**config.mk**
```make
export PLATFORM = sky130hd
export DESIGN_NAME = icc_div
export DESIGN_NICKNAME = d
export VERILOG_FILES = /design/src/icc_pkg.sv /design/src/icc_div.sv
export SDC_FILE = /design/constraint.sdc
export NUM_CORES = 2
export LEC_CHECK = 0
export ABC_AREA = 1
export BUFFER_PORTS_ARGS = -buffer_cell sky130_fd_sc_hd__clkbuf_2
export CORE_UTILIZATION = 57
export CTS_CLUSTER_SIZE = 28
export DETAILED_ROUTE_END_ITERATION = 8
export GPL_ROUTABILITY_DRIVEN = 1
export PLACE_DENSITY = 0.76
export RECOVER_POWER = 25
export SLEW_MARGIN = 0
export SYNTH_ARGS = -nofsm -noshare
export SYNTH_HDL_FRONTEND = slang
export SYNTH_SLANG_ARGS = --single-unit
```
**constraint.sdc**
```tcl
create_clock -name clk -period 2.8 [get_ports clk]
set_input_delay 0.28 -clock clk [delete_from_list [all_inputs] [get_ports clk]]
set_output_delay 0.28 -clock clk [all_outputs]
set_load 0.01 [all_outputs]
```
**src/icc_pkg.sv**
```systemverilog
// Shared types, codes and constants of the isoline cell crossing block.
package icc_pkg;

  localparam int NUM_REGIONS_DEF = 5;
  localparam int GRID_DIM = 1024;
  localparam int MAX_OUT = 16;
  localparam int FRAC_BITS = 16;
  localparam int COORD_W = 26;
  localparam int SAMPLE_W = 32;
  localparam int CFG_IDX_W = 2;

  localparam logic [CFG_IDX_W-1:0] REG_RANGE_MIN = 2'd0;
  localparam logic [CFG_IDX_W-1:0] REG_RANGE_MAX = 2'd1;

  localparam logic [1:0] EDGE_BOTTOM = 2'd0;
  localparam logic [1:0] EDGE_LEFT   = 2'd1;
  localparam logic [1:0] EDGE_RIGHT  = 2'd2;
  localparam logic [1:0] EDGE_TOP    = 2'd3;

  typedef logic signed [SAMPLE_W-1:0] sample_t;
  typedef logic [COORD_W-1:0] coord_t;

  typedef struct packed {
    logic                 en;
    logic [CFG_IDX_W-1:0] idx;
    logic [SAMPLE_W-1:0]  data;
  } cfg_wr_t;

  typedef struct packed {
    coord_t     x_base;
    coord_t     y_base;
    logic       on_x;
    logic [1:0] level;
    logic [1:0] edge_idx;
    logic       last;
  } crs_t;

endpackage

```
**src/icc_div.sv**
```systemverilog
// Pipelined fraction divider, one quotient bit per stage, payload alongside.
module icc_div (
  input  logic             clk,
  input  logic             rst,
  input  logic             adv,
  input  logic             in_vld,
  input  icc_pkg::sample_t in_a,
  input  icc_pkg::sample_t in_b,
  input  icc_pkg::sample_t in_lvl,
  input  icc_pkg::crs_t    in_info,
  output logic             out_vld,
  output logic [icc_pkg::FRAC_BITS:0] out_frac,
  output icc_pkg::crs_t    out_info
);
  import icc_pkg::*;

  localparam int QB = FRAC_BITS + 1;

  logic          raw_vld;
  sample_t       raw_a, raw_b, raw_l;
  crs_t          raw_info;
  logic          vld  [QB+1];
  logic [32:0]   rem  [QB+1];
  logic [31:0]   den  [QB+1];
  logic [QB-1:0] quo  [QB+1];
  crs_t          info [QB+1];

  logic [32:0] dn, dd;

  function automatic logic [33:0] div_step(logic [32:0] r, logic [31:0] d, logic first);
    logic [32:0] rr;
    logic        g;
    rr = first ? r : {r[31:0], 1'b0};
    g  = rr >= {1'b0, d};
    return {g, g ? rr - {1'b0, d} : rr};
  endfunction

  assign dn = {in_lvl[31], in_lvl} - {in_a[31], in_a};
  assign dd = {raw_b[31], raw_b} - {raw_a[31], raw_a};

  always_ff @(posedge clk) begin
    if (rst) begin
      raw_vld <= 1'b0;
      for (int j = 0; j <= QB; j++) vld[j] <= 1'b0;
    end else if (adv) begin
      raw_vld <= in_vld;
      vld[0]  <= raw_vld;
      for (int j = 1; j <= QB; j++) vld[j] <= vld[j-1];
    end
  end

  always_ff @(posedge clk) begin
    logic [33:0] s;
    logic [32:0] an;
    if (adv) begin
      raw_a    <= in_a;
      raw_b    <= in_b;
      raw_info <= in_info;
      an       = dn[32] ? -dn : dn;
      raw_l    <= sample_t'(an[31:0]);
      rem[0]   <= {1'b0, raw_l};
      den[0]   <= dd[32] ? 32'(-dd) : dd[31:0];
      quo[0]   <= '0;
      info[0]  <= raw_info;
      for (int j = 1; j <= QB; j++) begin
        s       = div_step(rem[j-1], den[j-1], j == 1);
        rem[j]  <= s[32:0];
        den[j]  <= den[j-1];
        quo[j]  <= {quo[j-1][QB-2:0], s[33]};
        info[j] <= info[j-1];
      end
    end
  end

  assign out_vld  = vld[QB];
  assign out_frac = (den[QB] == '0) ? '0 : quo[QB];
  assign out_info = info[QB];
endmodule

```
==> reports/results.tsv <==
metric	value	unit
final core utilization	71.0	%
Total Neg Setup Slack	-86900	ps
vias in the first global route	85104	
total gr overflow	0	
hold crit path type	primary input to flop	
Port Buffer Count	233	
Routed Antenna Nets	0	
max-slew violations	2	
post-synth top area cell	edfxtp_1	
Syn Nets	11348	
Clock Latency Late Sink	940	ps
Worst Path Arrival	5080	ps
Reg clk slew, reported paths	80	ps
slew margin rel.	-6.17	%
critical path startpoint category	flop	
Worst EP required	3450	ps
final setup violation count	193	
Layout Nets	12961	
IO Pins	234	
worst path cell trace	buf_4 -> inv_1 -> nand3_4 -> nand2_4 -> nand4_1 -> nand3_2 -> nand2_2 -> nand2_2 -> nand2_2 -> nand2_4 -> nand3_2 -> nand2_2 -> nand2_2 -> nand2_4 -> clkinv_8 -> buf_12 -> buf_12 -> o21ai_4	
unrepaired setup endpoints after global routing	yes	
area growth from synthesis to layout	23.7	%
wire length per cell	24.2	microns
most frequent CP cell	nand2_2	
post-route setup slack	-1630	ps
largest net degree at the start of global routing	114	
Placer Congestion	0.976	
Die W	456	microns
slowest stage cell on the critical path	inv_1	
#FFs+latches synth	2490	
initial core utilization	57.4	%
Core ar.	205000	sq um
Async SR Flop Fraction	0	%
Worst Setup End Kind	flop	
Seq. cell area	74800	sq um
Max Buffers Root-to-Sink	4	
dpl hpwl	230000	microns
Final Power	165	mW
share of post-route cells with drive strength above 1	20.0	%
Post-Route WL	365000	microns
CP peak stage delay	730	ps
fmax	0.226	GHz
status	complete, but fails checks	
Post-Synthesis Cell Area	118000	sq um
Final Hold Vio Count	0	
prevailing post-synth register cell	edfxtp_1	
Place WS	-367	ps
Leak	61.6	nW
Post-synth EDFFs	2489	
share of the synthesized area in the top cell type	63.6	%
1st-pass router iterations	9	
Placed Area	129000	sq um
YS warnings	0	
register area share after synthesis	63.6	%
Final Cycle Share	158	%
initial antenna violation count	23	
failing checks	DRC, capacitance limit, slew limit, setup timing	
Std-Cell Rows	166	
Worst Skew	94.4	ps
Worst-Margin Slew	1580	ps
crit path max fanout	10	
number of max-cap violations	1	
Post-synth top cells	edfxtp_1, nand2_1, inv_1	
peak supply drop	0.000822	V
root buf cell	clkbuf_16	
CTS Sinks	2490	
design area	145000	sq um
Vias per Instance	5.73	
PwrDens	1130	nW/um^2
DRT iter0 DRCs	8767	
TritonCTS Buffers	275	
Die Span Y	456	microns
CTS tree	done	
synthesized area per cell	11.1	sq um
GRT Util Overall	31.8	%
fin crit period	4430	ps
Syn Inst Count	10563	
Distinct cells, synth	46	
via count	86274	
most frequent cell after synthesis	edfxtp_1	
DRC	441	
die area	208000	sq um
Multi-input gate area	40500	sq um
Setup CP Type	flop to flop	
H-tree depth	5	
Fillers	13895	
top cells by area in the synthesized netlist	edfxtp_1, nand2_1, ha_1	
first-pass GRT wire length	502000	microns
==> cell families (layout without fill, tap and decap cells) <==
kind of cell / Yosys count / count (layout) / share of synthesized area (%)
other cells: 0 / 13 / 0
fa+ha+maj: 627 / 627 / 6.79
compound gates: 1503 / 1503 / 7.16
buf+inv: 1662 / 3462 / 5.59
xor+xnor: 499 / 499 / 3.73
simple gates: 3782 / 3782 / 13.2
flops: 2490 / 2490 / 63.6
==> final cells by class <==
cell class	count	area share, %
Clock inverter	141	0.999
Timing Repair Buffer	1453	8.42
Multi-Input combinational cell	6411	27.8
Clock buffer	323	4.95
Inverter	1543	4.06
Sequential cell	2490	51.4
Antenna cell	13	0.0224
Timing Repair inverter	2	0.0189
Tap cell	2688	2.31
==> stage by stage <==
| step | hold slack [ps] | std cells |
|---|---|---|
| 6_report | 55.0 | 15064 |
| 5_1_grt | 36.0 | 15054 |
| 4_1_cts | 17.5 | 14915 |
| 3_5_place_dp | 405 | 14255 |
| 3_3_place_gp | 400 | 14255 |
| 2_1_floorplan | 379 | 10563 |
==> state kept, by name, indices dropped and copies added, names as in the netlist <==
signal / flops
vld: 18
raw_l: 32
raw_a: 32
raw_vld: 1
raw_info: 58
quo: 153
rem: 544
info: 1044
den: 576
raw_b: 32
==> repair_timing <==
| action | in CTS | in global routing |
|---|---|---|
| hold buffers | 126 | 0 |
| pin swaps | 82 | 173 |
| setup endpoints to repair | 366 | 568 |
| resized for setup | 340 | 862 |
| setup buffers | 60 | 106 |
| hold endpoints to repair | 147 | 0 |
| gates cloned | 12 | 35 |
==> layout by cell type, fill, tap and decap left out, types with 25 or more instances in the layout <==
master | netlist | routed
o21ai_1 | 79 | 111
nand3_2 | 3 | 58
o21a_1 | 33 | 33
a21oi_2 | 0 | 72
clkbuf_2 | 0 | 155
nor4_1 | 40 | 25
a31oi_1 | 63 | 55
a211oi_1 | 31 | 29
edfxtp_1 | 2489 | 2489
clkinv_2 | 0 | 32
ha_1 | 609 | 522
buf_4 | 10 | 955
bufinv_16 | 0 | 28
clkbuf_16 | 0 | 308
dlygate4sd3_1 | 0 | 126
nor2_2 | 9 | 54
nand2_2 | 34 | 177
clkbuf_1 | 32 | 116
a21o_1 | 132 | 130
o21ai_2 | 0 | 81
nand2_1 | 2383 | 2157
nand3b_1 | 31 | 31
inv_1 | 1526 | 1484
nand4_1 | 92 | 92
nor2_4 | 1 | 32
ha_4 | 0 | 68
nand3_1 | 381 | 306
buf_6 | 33 | 30
nor3_1 | 119 | 102
xnor2_1 | 315 | 308
o21ai_0 | 523 | 399
o21bai_1 | 34 | 33
a21oi_1 | 536 | 447
nor2_1 | 666 | 590
nand2_4 | 1 | 80
xor2_1 | 182 | 173
inv_2 | 17 | 39
clkinv_1 | 0 | 48
buf_12 | 0 | 65
==> where the power goes <==
group | internal [mW] | leakage (nW) | total (mW) | switching (mW)
Clock | 20.9 | 4.20 | 36.1 | 15.2
Sequential | 50.6 | 24.4 | 55.6 | 4.97
Combinational | 29.5 | 33.0 | 73.2 | 43.6
==> layer usage <==
layer / up-vias / global-route usage [%] / share of wire, %
li1: 39439 / - / -
met1: 41162 / 37.7 / 37
met2: 4131 / 55.7 / 48
met3: 1516 / 5.00 / 7.8
met4: 26 / 16.3 / 6.7
met5: - / 0 / 0.16
==> final timing paths <==
check | endpoint | cells after the start | from | slack (ps)
min reg2reg | info[2][1] | 0 | info[1][1] | 340
max reg2reg | rem[15][8] | 18 | den[14][0] | -1630
max | rem[15][8] | 18 | den[14][0] | -1630
min | raw_info[30] | 2 | in_info[30] | 60
==> critical path, delay by kind of cell (launching register included) <==
family	cells	cell delay, ps
AOI/OAI and AO/OA	1	540
buffers and inverters	5	1350
DFF	1	470
and+or+nand+nor	12	1720
Power figures use the tool's default switching activity.
