==> config.mk <==
export PLATFORM = sky130hd
export DESIGN_NAME = icc_levels
export DESIGN_NICKNAME = d
export VERILOG_FILES = /design/src/icc_pkg.sv /design/src/icc_levels.sv
export SDC_FILE = /design/constraint.sdc
export NUM_CORES = 2
export LEC_CHECK = 0
export ABC_AREA = 0
export BUFFER_PORTS_ARGS = -buffer_cell sky130_fd_sc_hd__buf_2
export CORE_MARGIN = 5
export CORE_UTILIZATION = 40
export DETAILED_ROUTE_END_ITERATION = 8
export GPL_ROUTABILITY_DRIVEN = 0
export PLACE_DENSITY = 0.55
export SLEW_MARGIN = 10
export SYNTH_ARGS = -nofsm -noshare
export SYNTH_HDL_FRONTEND = slang
export SYNTH_SLANG_ARGS = --single-unit
==> constraint.sdc <==
create_clock -name clk -period 9.8 [get_ports clk]
set_input_delay 0.98 -clock clk [delete_from_list [all_inputs] [get_ports clk]]
set_output_delay 0.98 -clock clk [all_outputs]
set_load 0.02 [all_outputs]
==> src/icc_pkg.sv <==
// Shared types, codes and constants of the isoline cell crossing block.
package icc_pkg;

  localparam int NUM_REGIONS_DEF = 5;
  localparam int GRID_DIM = 1024;
  localparam int MAX_OUT = 16;
  localparam int FRAC_BITS = 16;
  localparam int COORD_W = 26;
  localparam int SAMPLE_W = 32;
  localparam int CFG_IDX_W = 2;

  localparam logic [CFG_IDX_W-1:0] REG_RANGE_MIN = 2'd0;
  localparam logic [CFG_IDX_W-1:0] REG_RANGE_MAX = 2'd1;

  localparam logic [1:0] EDGE_BOTTOM = 2'd0;
  localparam logic [1:0] EDGE_LEFT   = 2'd1;
  localparam logic [1:0] EDGE_RIGHT  = 2'd2;
  localparam logic [1:0] EDGE_TOP    = 2'd3;

  typedef logic signed [SAMPLE_W-1:0] sample_t;
  typedef logic [COORD_W-1:0] coord_t;

  typedef struct packed {
    logic                 en;
    logic [CFG_IDX_W-1:0] idx;
    logic [SAMPLE_W-1:0]  data;
  } cfg_wr_t;

  typedef struct packed {
    coord_t     x_base;
    coord_t     y_base;
    logic       on_x;
    logic [1:0] level;
    logic [1:0] edge_idx;
    logic       last;
  } crs_t;

endpackage

==> src/icc_levels.sv <==
// Range registers and the sequencer that derives the contour levels from them.
module icc_levels #(
  parameter int NUM_REGIONS = icc_pkg::NUM_REGIONS_DEF
) (
  input  logic                                       clk,
  input  logic                                       rst,
  input  icc_pkg::cfg_wr_t                           wr,
  output logic [NUM_REGIONS-2:0][icc_pkg::SAMPLE_W-1:0] levels,
  output logic                                       busy
);
  import icc_pkg::*;

  localparam int RW = $clog2(NUM_REGIONS);
  localparam int KW = $clog2(NUM_REGIONS);
  localparam logic [RW:0] NR = (RW+1)'(NUM_REGIONS);
  // Scaled reciprocal of NUM_REGIONS; exact for every 33-bit span after a shift by SH.
  localparam int SH = 33 + RW;
  localparam logic [63:0] RECIP =
    ((64'd1 << SH) + 64'(NUM_REGIONS) - 64'd1) / 64'(NUM_REGIONS);
  localparam logic [17:0] RECIP_LO = RECIP[17:0];
  localparam logic [16:0] RECIP_HI = RECIP[34:18];
  localparam logic [32:0] NR_Q = 33'(NUM_REGIONS);

  typedef enum logic [5:0] {
    LV_IDLE = 6'b000001,
    LV_LOAD = 6'b000010,
    LV_MUL  = 6'b000100,
    LV_QUO  = 6'b001000,
    LV_REM  = 6'b010000,
    LV_ACC  = 6'b100000
  } lv_state_t;

  lv_state_t     state;
  logic [31:0]   rmin, rmax;
  logic [32:0]   num, dvd, acc_q;
  logic [50:0]   plo;
  logic [49:0]   phi;
  logic [RW-1:0] rem, acc_r;
  logic          neg;
  logic [KW-1:0] k;

  logic [32:0] diff, nq, qn;
  logic [69:0] prod;
  logic [RW:0] sr, nr;
  logic        c;
  logic [33:0] lv;

  assign diff = {rmax[31], rmax} - {rmin[31], rmin};
  assign prod = 70'(plo) + 70'({phi, 18'd0});
  assign qn   = dvd * NR_Q;
  assign sr   = {1'b0, acc_r} + {1'b0, rem};
  assign c    = sr >= NR;
  assign nr   = c ? sr - NR : sr;
  assign nq   = acc_q + dvd + 33'(c);
  assign lv   = {{2{rmin[31]}}, rmin} + (neg ? -{1'b0, nq} : {1'b0, nq});
  assign busy = state != LV_IDLE;

  always_ff @(posedge clk) begin
    if (rst) begin
      state  <= LV_IDLE;
      rmin   <= '0;
      rmax   <= '0;
      levels <= '0;
    end else begin
      unique case (state)
        LV_IDLE: ;
        LV_LOAD: begin
          num   <= diff[32] ? -diff : diff;
          neg   <= diff[32];
          state <= LV_MUL;
        end
        LV_MUL: begin
          // The reciprocal is split in two halves to keep each product narrow.
          plo   <= 51'(num) * 51'(RECIP_LO);
          phi   <= 50'(num) * 50'(RECIP_HI);
          state <= LV_QUO;
        end
        LV_QUO: begin
          dvd   <= prod[SH +: 33];
          state <= LV_REM;
        end
        LV_REM: begin
          rem   <= RW'(num - qn);
          acc_q <= '0;
          acc_r <= '0;
          k     <= '0;
          state <= LV_ACC;
        end
        LV_ACC: begin
          for (int j = 0; j < NUM_REGIONS - 1; j++) begin
            if (k == KW'(j)) levels[j] <= lv[31:0];
          end
          acc_q <= nq;
          acc_r <= RW'(nr);
          k     <= k + KW'(1);
          if (k == KW'(NUM_REGIONS - 2)) state <= LV_IDLE;
        end
        default: state <= LV_IDLE;
      endcase
      if (wr.en && wr.idx == REG_RANGE_MIN) begin
        rmin  <= wr.data;
        state <= LV_LOAD;
      end else if (wr.en && wr.idx == REG_RANGE_MAX) begin
        rmax  <= wr.data;
        state <= LV_LOAD;
      end
    end
  end
endmodule

==> results.json <==
{
  "status": "finished clean",
  "cp-start-kind": "flip-flop",
  "max_cap_violations": 0,
  "hp-class": "reg2reg",
  "htree_levels": 2,
  "synth-xor-area-share_pct": 5.55,
  "synthesis.area_um2": 35400,
  "finalNetCount": 4674,
  "syn2layout_area_growth_pct": 10.1,
  "synth_cells": 3791,
  "port_buffers": 165,
  "synth.largest_area_cell": "fa_1",
  "antenna_left": 0,
  "die_h_um": 307,
  "avgSynthCellArea_um2": 9.33,
  "cts_repair_resize_count": 0,
  "critical_path.max_stage_delay_ps": 700,
  "ys_seq_area_share_pct": 26.9,
  "slew_viol_final": 0,
  "clockRootBuffer": "clkbuf_16",
  "gr-total-overflow": 0,
  "worst_pin_slew_ps": 1180,
  "synth_compound_area_share_pct": 15.3,
  "grt_max_degree": 79,
  "drive_gt1_share_pct": 8.01,
  "maxUsedRoutingLayer": "met4",
  "synth_top_flop_cell": "dfxtp_1",
  "max_clock_freq_mhz": 118,
  "path_delay_family": "compound AO/OA/AOI/OAI gates",
  "place_hpwl_um": 84500,
  "coreArea_um2": 88100,
  "cts-buffers-inserted": 44,
  "wl_per_cell_um": 20.3,
  "timing.setup.tns_ps": 0,
  "synthAdderAreaFrac_pct": 32.3,
  "p_per_area_nw_per_um2": 138,
  "min_period_over_period_pct": 86.7,
  "crit_type": "reg2reg",
  "peakVddDrop_mv": 0.127,
  "crit_arrival_ps": 9000,
  "clkLatencyLatePin_ps": 620,
  "start_util_pct": 40.1,
  "grt_first_pass_wirelength_um": 158000,
  "drt-initial-drc-count": 2121,
  "io_pins": 166,
  "via_per_inst": 5.31,
  "wl_met1_um": 47400,
  "wl_met3_um": 5540,
  "placed_area_um2": 37400,
  "grt_pass1_vias": 26300,
  "period_needed_ps": 8490,
  "cts.clk_slew.worst_paths_ps": 60,
  "drt-total-wl_um": 104000,
  "crit_path_max_fanout": 5,
  "postCtsSetupRepairBufs": 0,
  "rsz0062_at_grt": "no",
  "clk_path_buf_depth": 3,
  "drc_errors": 0,
  "clock_sinks": 383,
  "cp.required_ps": 10300,
  "synth_enable_flop_cells": 185,
  "slew_headroom_pct": 20.1,
  "fin_skew_ps": 39.7,
  "ys_warn_count": 0,
  "syn_nets": 4556,
  "dr.pass1.iters": 5,
  "synth-simple-area-share_pct": 13.2,
  "cts_hold_buf": 0,
  "wl_met2_um": 47600,
  "slowest_stage": "a221oi_1",
  "cts_tree": "built",
  "die_area_um2": 94400,
  "synth_top_family_by_area": "adder cells",
  "die_w_um": 307,
  "routed-via-count": 27200,
  "cp_num_buf_inv": 1,
  "yosys.area.top_type_share_pct": 17.6,
  "final_area_um2": 38900,
  "synth.area.mux_share_pct": 0.181,
  "grt_usage_pct": 21.5,
  "cellLeakagePower_uw": 0.0172,
  "cp-end-kind": "flip-flop",
  "hold_viol_final": 0,
  "synthTopCellsByArea": "fa_1 18%, edfxtp_1 16%, ha_1 15%",
  "setup_viol": 0,
  "async_flop_share_pct": 0,
  "rows": 109,
  "antenna_found_initial": 8,
  "rrSetupSlack_ps": 1310,
  "ys_ff_latch": 383,
  "synthDistinctLibCells": 94
}
-- through the flow --
step                worst slack (ps)  total power [uW]  hold slack [ps]  utilization [%]  std cells
detailed placement              1340              3670              440             42.4       5028
finish                          1310              5390              448             44.2       5111
floorplan                       2420              3180              436                -       3791
global route                     557              5730              465             44.2       5108
global placement                1430              3670              437             42.4       5028
CTS                             1270              5440              448             44.2       5108
-- area by class of cell --
| class | count | area, um2 |
|---|---|---|
| Fill cell | 8728 | 49200 |
| Multi-Input combinational cell | 2795 | 23500 |
| Sequential cell | 383 | 9520 |
| Inverter | 498 | 1870 |
| Tap cell | 1165 | 1460 |
| Clock buffer | 54 | 1220 |
| Timing Repair Buffer | 187 | 997 |
| Clock inverter | 26 | 299 |
| Antenna cell | 3 | 7.51 |
-- state kept, by name (all words and copies together), names as in the netlist --
name / flops
acc_q: 32
acc_r: 3
dvd: 32
k: 3
levels: 128
neg: 1
num: 33
phi: 47
plo: 31
rem: 3
rmax: 32
rmin: 32
state: 6
-- cell usage in the layout (no fill, tap or decap), drive strengths merged, types with 14 or more instances in the layout --
master and n:
o21ai 115, or3 19, nor3 44, nand4 35
fa 310, a211oi 29, buf 187, edfxtp 185
inv 501, a211o 15, and2 35, a31oi 30
and3 33, o31ai 19, nand2 447, nand3 56
nand3b 17, dfxtp 198, clkbuf 54, nor2 191
o211ai 25, o21a 39, xor2 77, ha 418
clkinv 17, a2111oi 16, a21o 83, nand2b 22
nor3b 15, xnor2 147, nor2b 24, a21oi 353
o21bai 25, or2 14
-- worst min-delay path: stages (launching register included) --
cell     delay (ps)
dfxtp_1         310
nand2_1          50
a21oi_1          50
-- synth_stat cells (18+ instances only) --
| master | number |
|---|---|
| o211ai_1 | 24 |
| nand3_1 | 56 |
| nor3_1 | 44 |
| o31ai_1 | 18 |
| or3_1 | 18 |
| xnor2_1 | 147 |
| a31oi_1 | 30 |
| nor2b_1 | 24 |
| nor2_1 | 190 |
| o21ai_0 | 110 |
| a211oi_1 | 29 |
| nand2b_1 | 22 |
| xor2_1 | 77 |
| ha_1 | 418 |
| and3_1 | 33 |
| nand4_1 | 35 |
| nand2_1 | 447 |
| o21bai_1 | 25 |
| edfxtp_1 | 185 |
| and2_1 | 31 |
| dfxtp_1 | 198 |
| clkbuf_1 | 98 |
| inv_1 | 498 |
| a21oi_1 | 352 |
| a21o_1 | 83 |
| fa_1 | 310 |
| o21a_1 | 39 |
-- layer usage --
| layer | vias to the layer above | global-route usage [%] |
|---|---|---|
| met5 | - | 0 |
| met4 | 0 | 6.32 |
| met3 | 148 | 2.81 |
| met2 | 620 | 34.7 |
| met1 | 13100 | 30.4 |
| li1 | 13300 | - |
-- cell families (layout without fill, tap and decap cells) --
| family | count (synthesis) | after routing |
|---|---|---|
| mux | 6 | 6 |
| xor+xnor | 224 | 224 |
| flops | 383 | 383 |
| simple gates | 993 | 993 |
| buf+inv | 613 | 765 |
| other cells | 0 | 3 |
| compound gates | 844 | 844 |
| fa+ha+maj | 728 | 728 |
-- power breakdown --
group          leakage (uW)  internal [uW]  switching, uW
Clock              0.000748           1000            743
Combinational        0.0132            743           1100
Sequential          0.00327           1780           20.5
Total                0.0172           3520           1860
-- worst paths after layout --
kind / depth (start not counted) / to / startpoint
min: 2 / levels[47]$_SDFFE_PP0P_ / levels[47]$_SDFFE_PP0P_
max reg2reg: 28 / levels[95]$_SDFFE_PP0P_ / acc_r[0]$_SDFFCE_PN0P_
max: 28 / levels[95]$_SDFFE_PP0P_ / acc_r[0]$_SDFFCE_PN0P_
min reg2reg: 2 / levels[47]$_SDFFE_PP0P_ / levels[47]$_SDFFE_PP0P_
No activity file was read; power rests on OpenSTA's default activity.
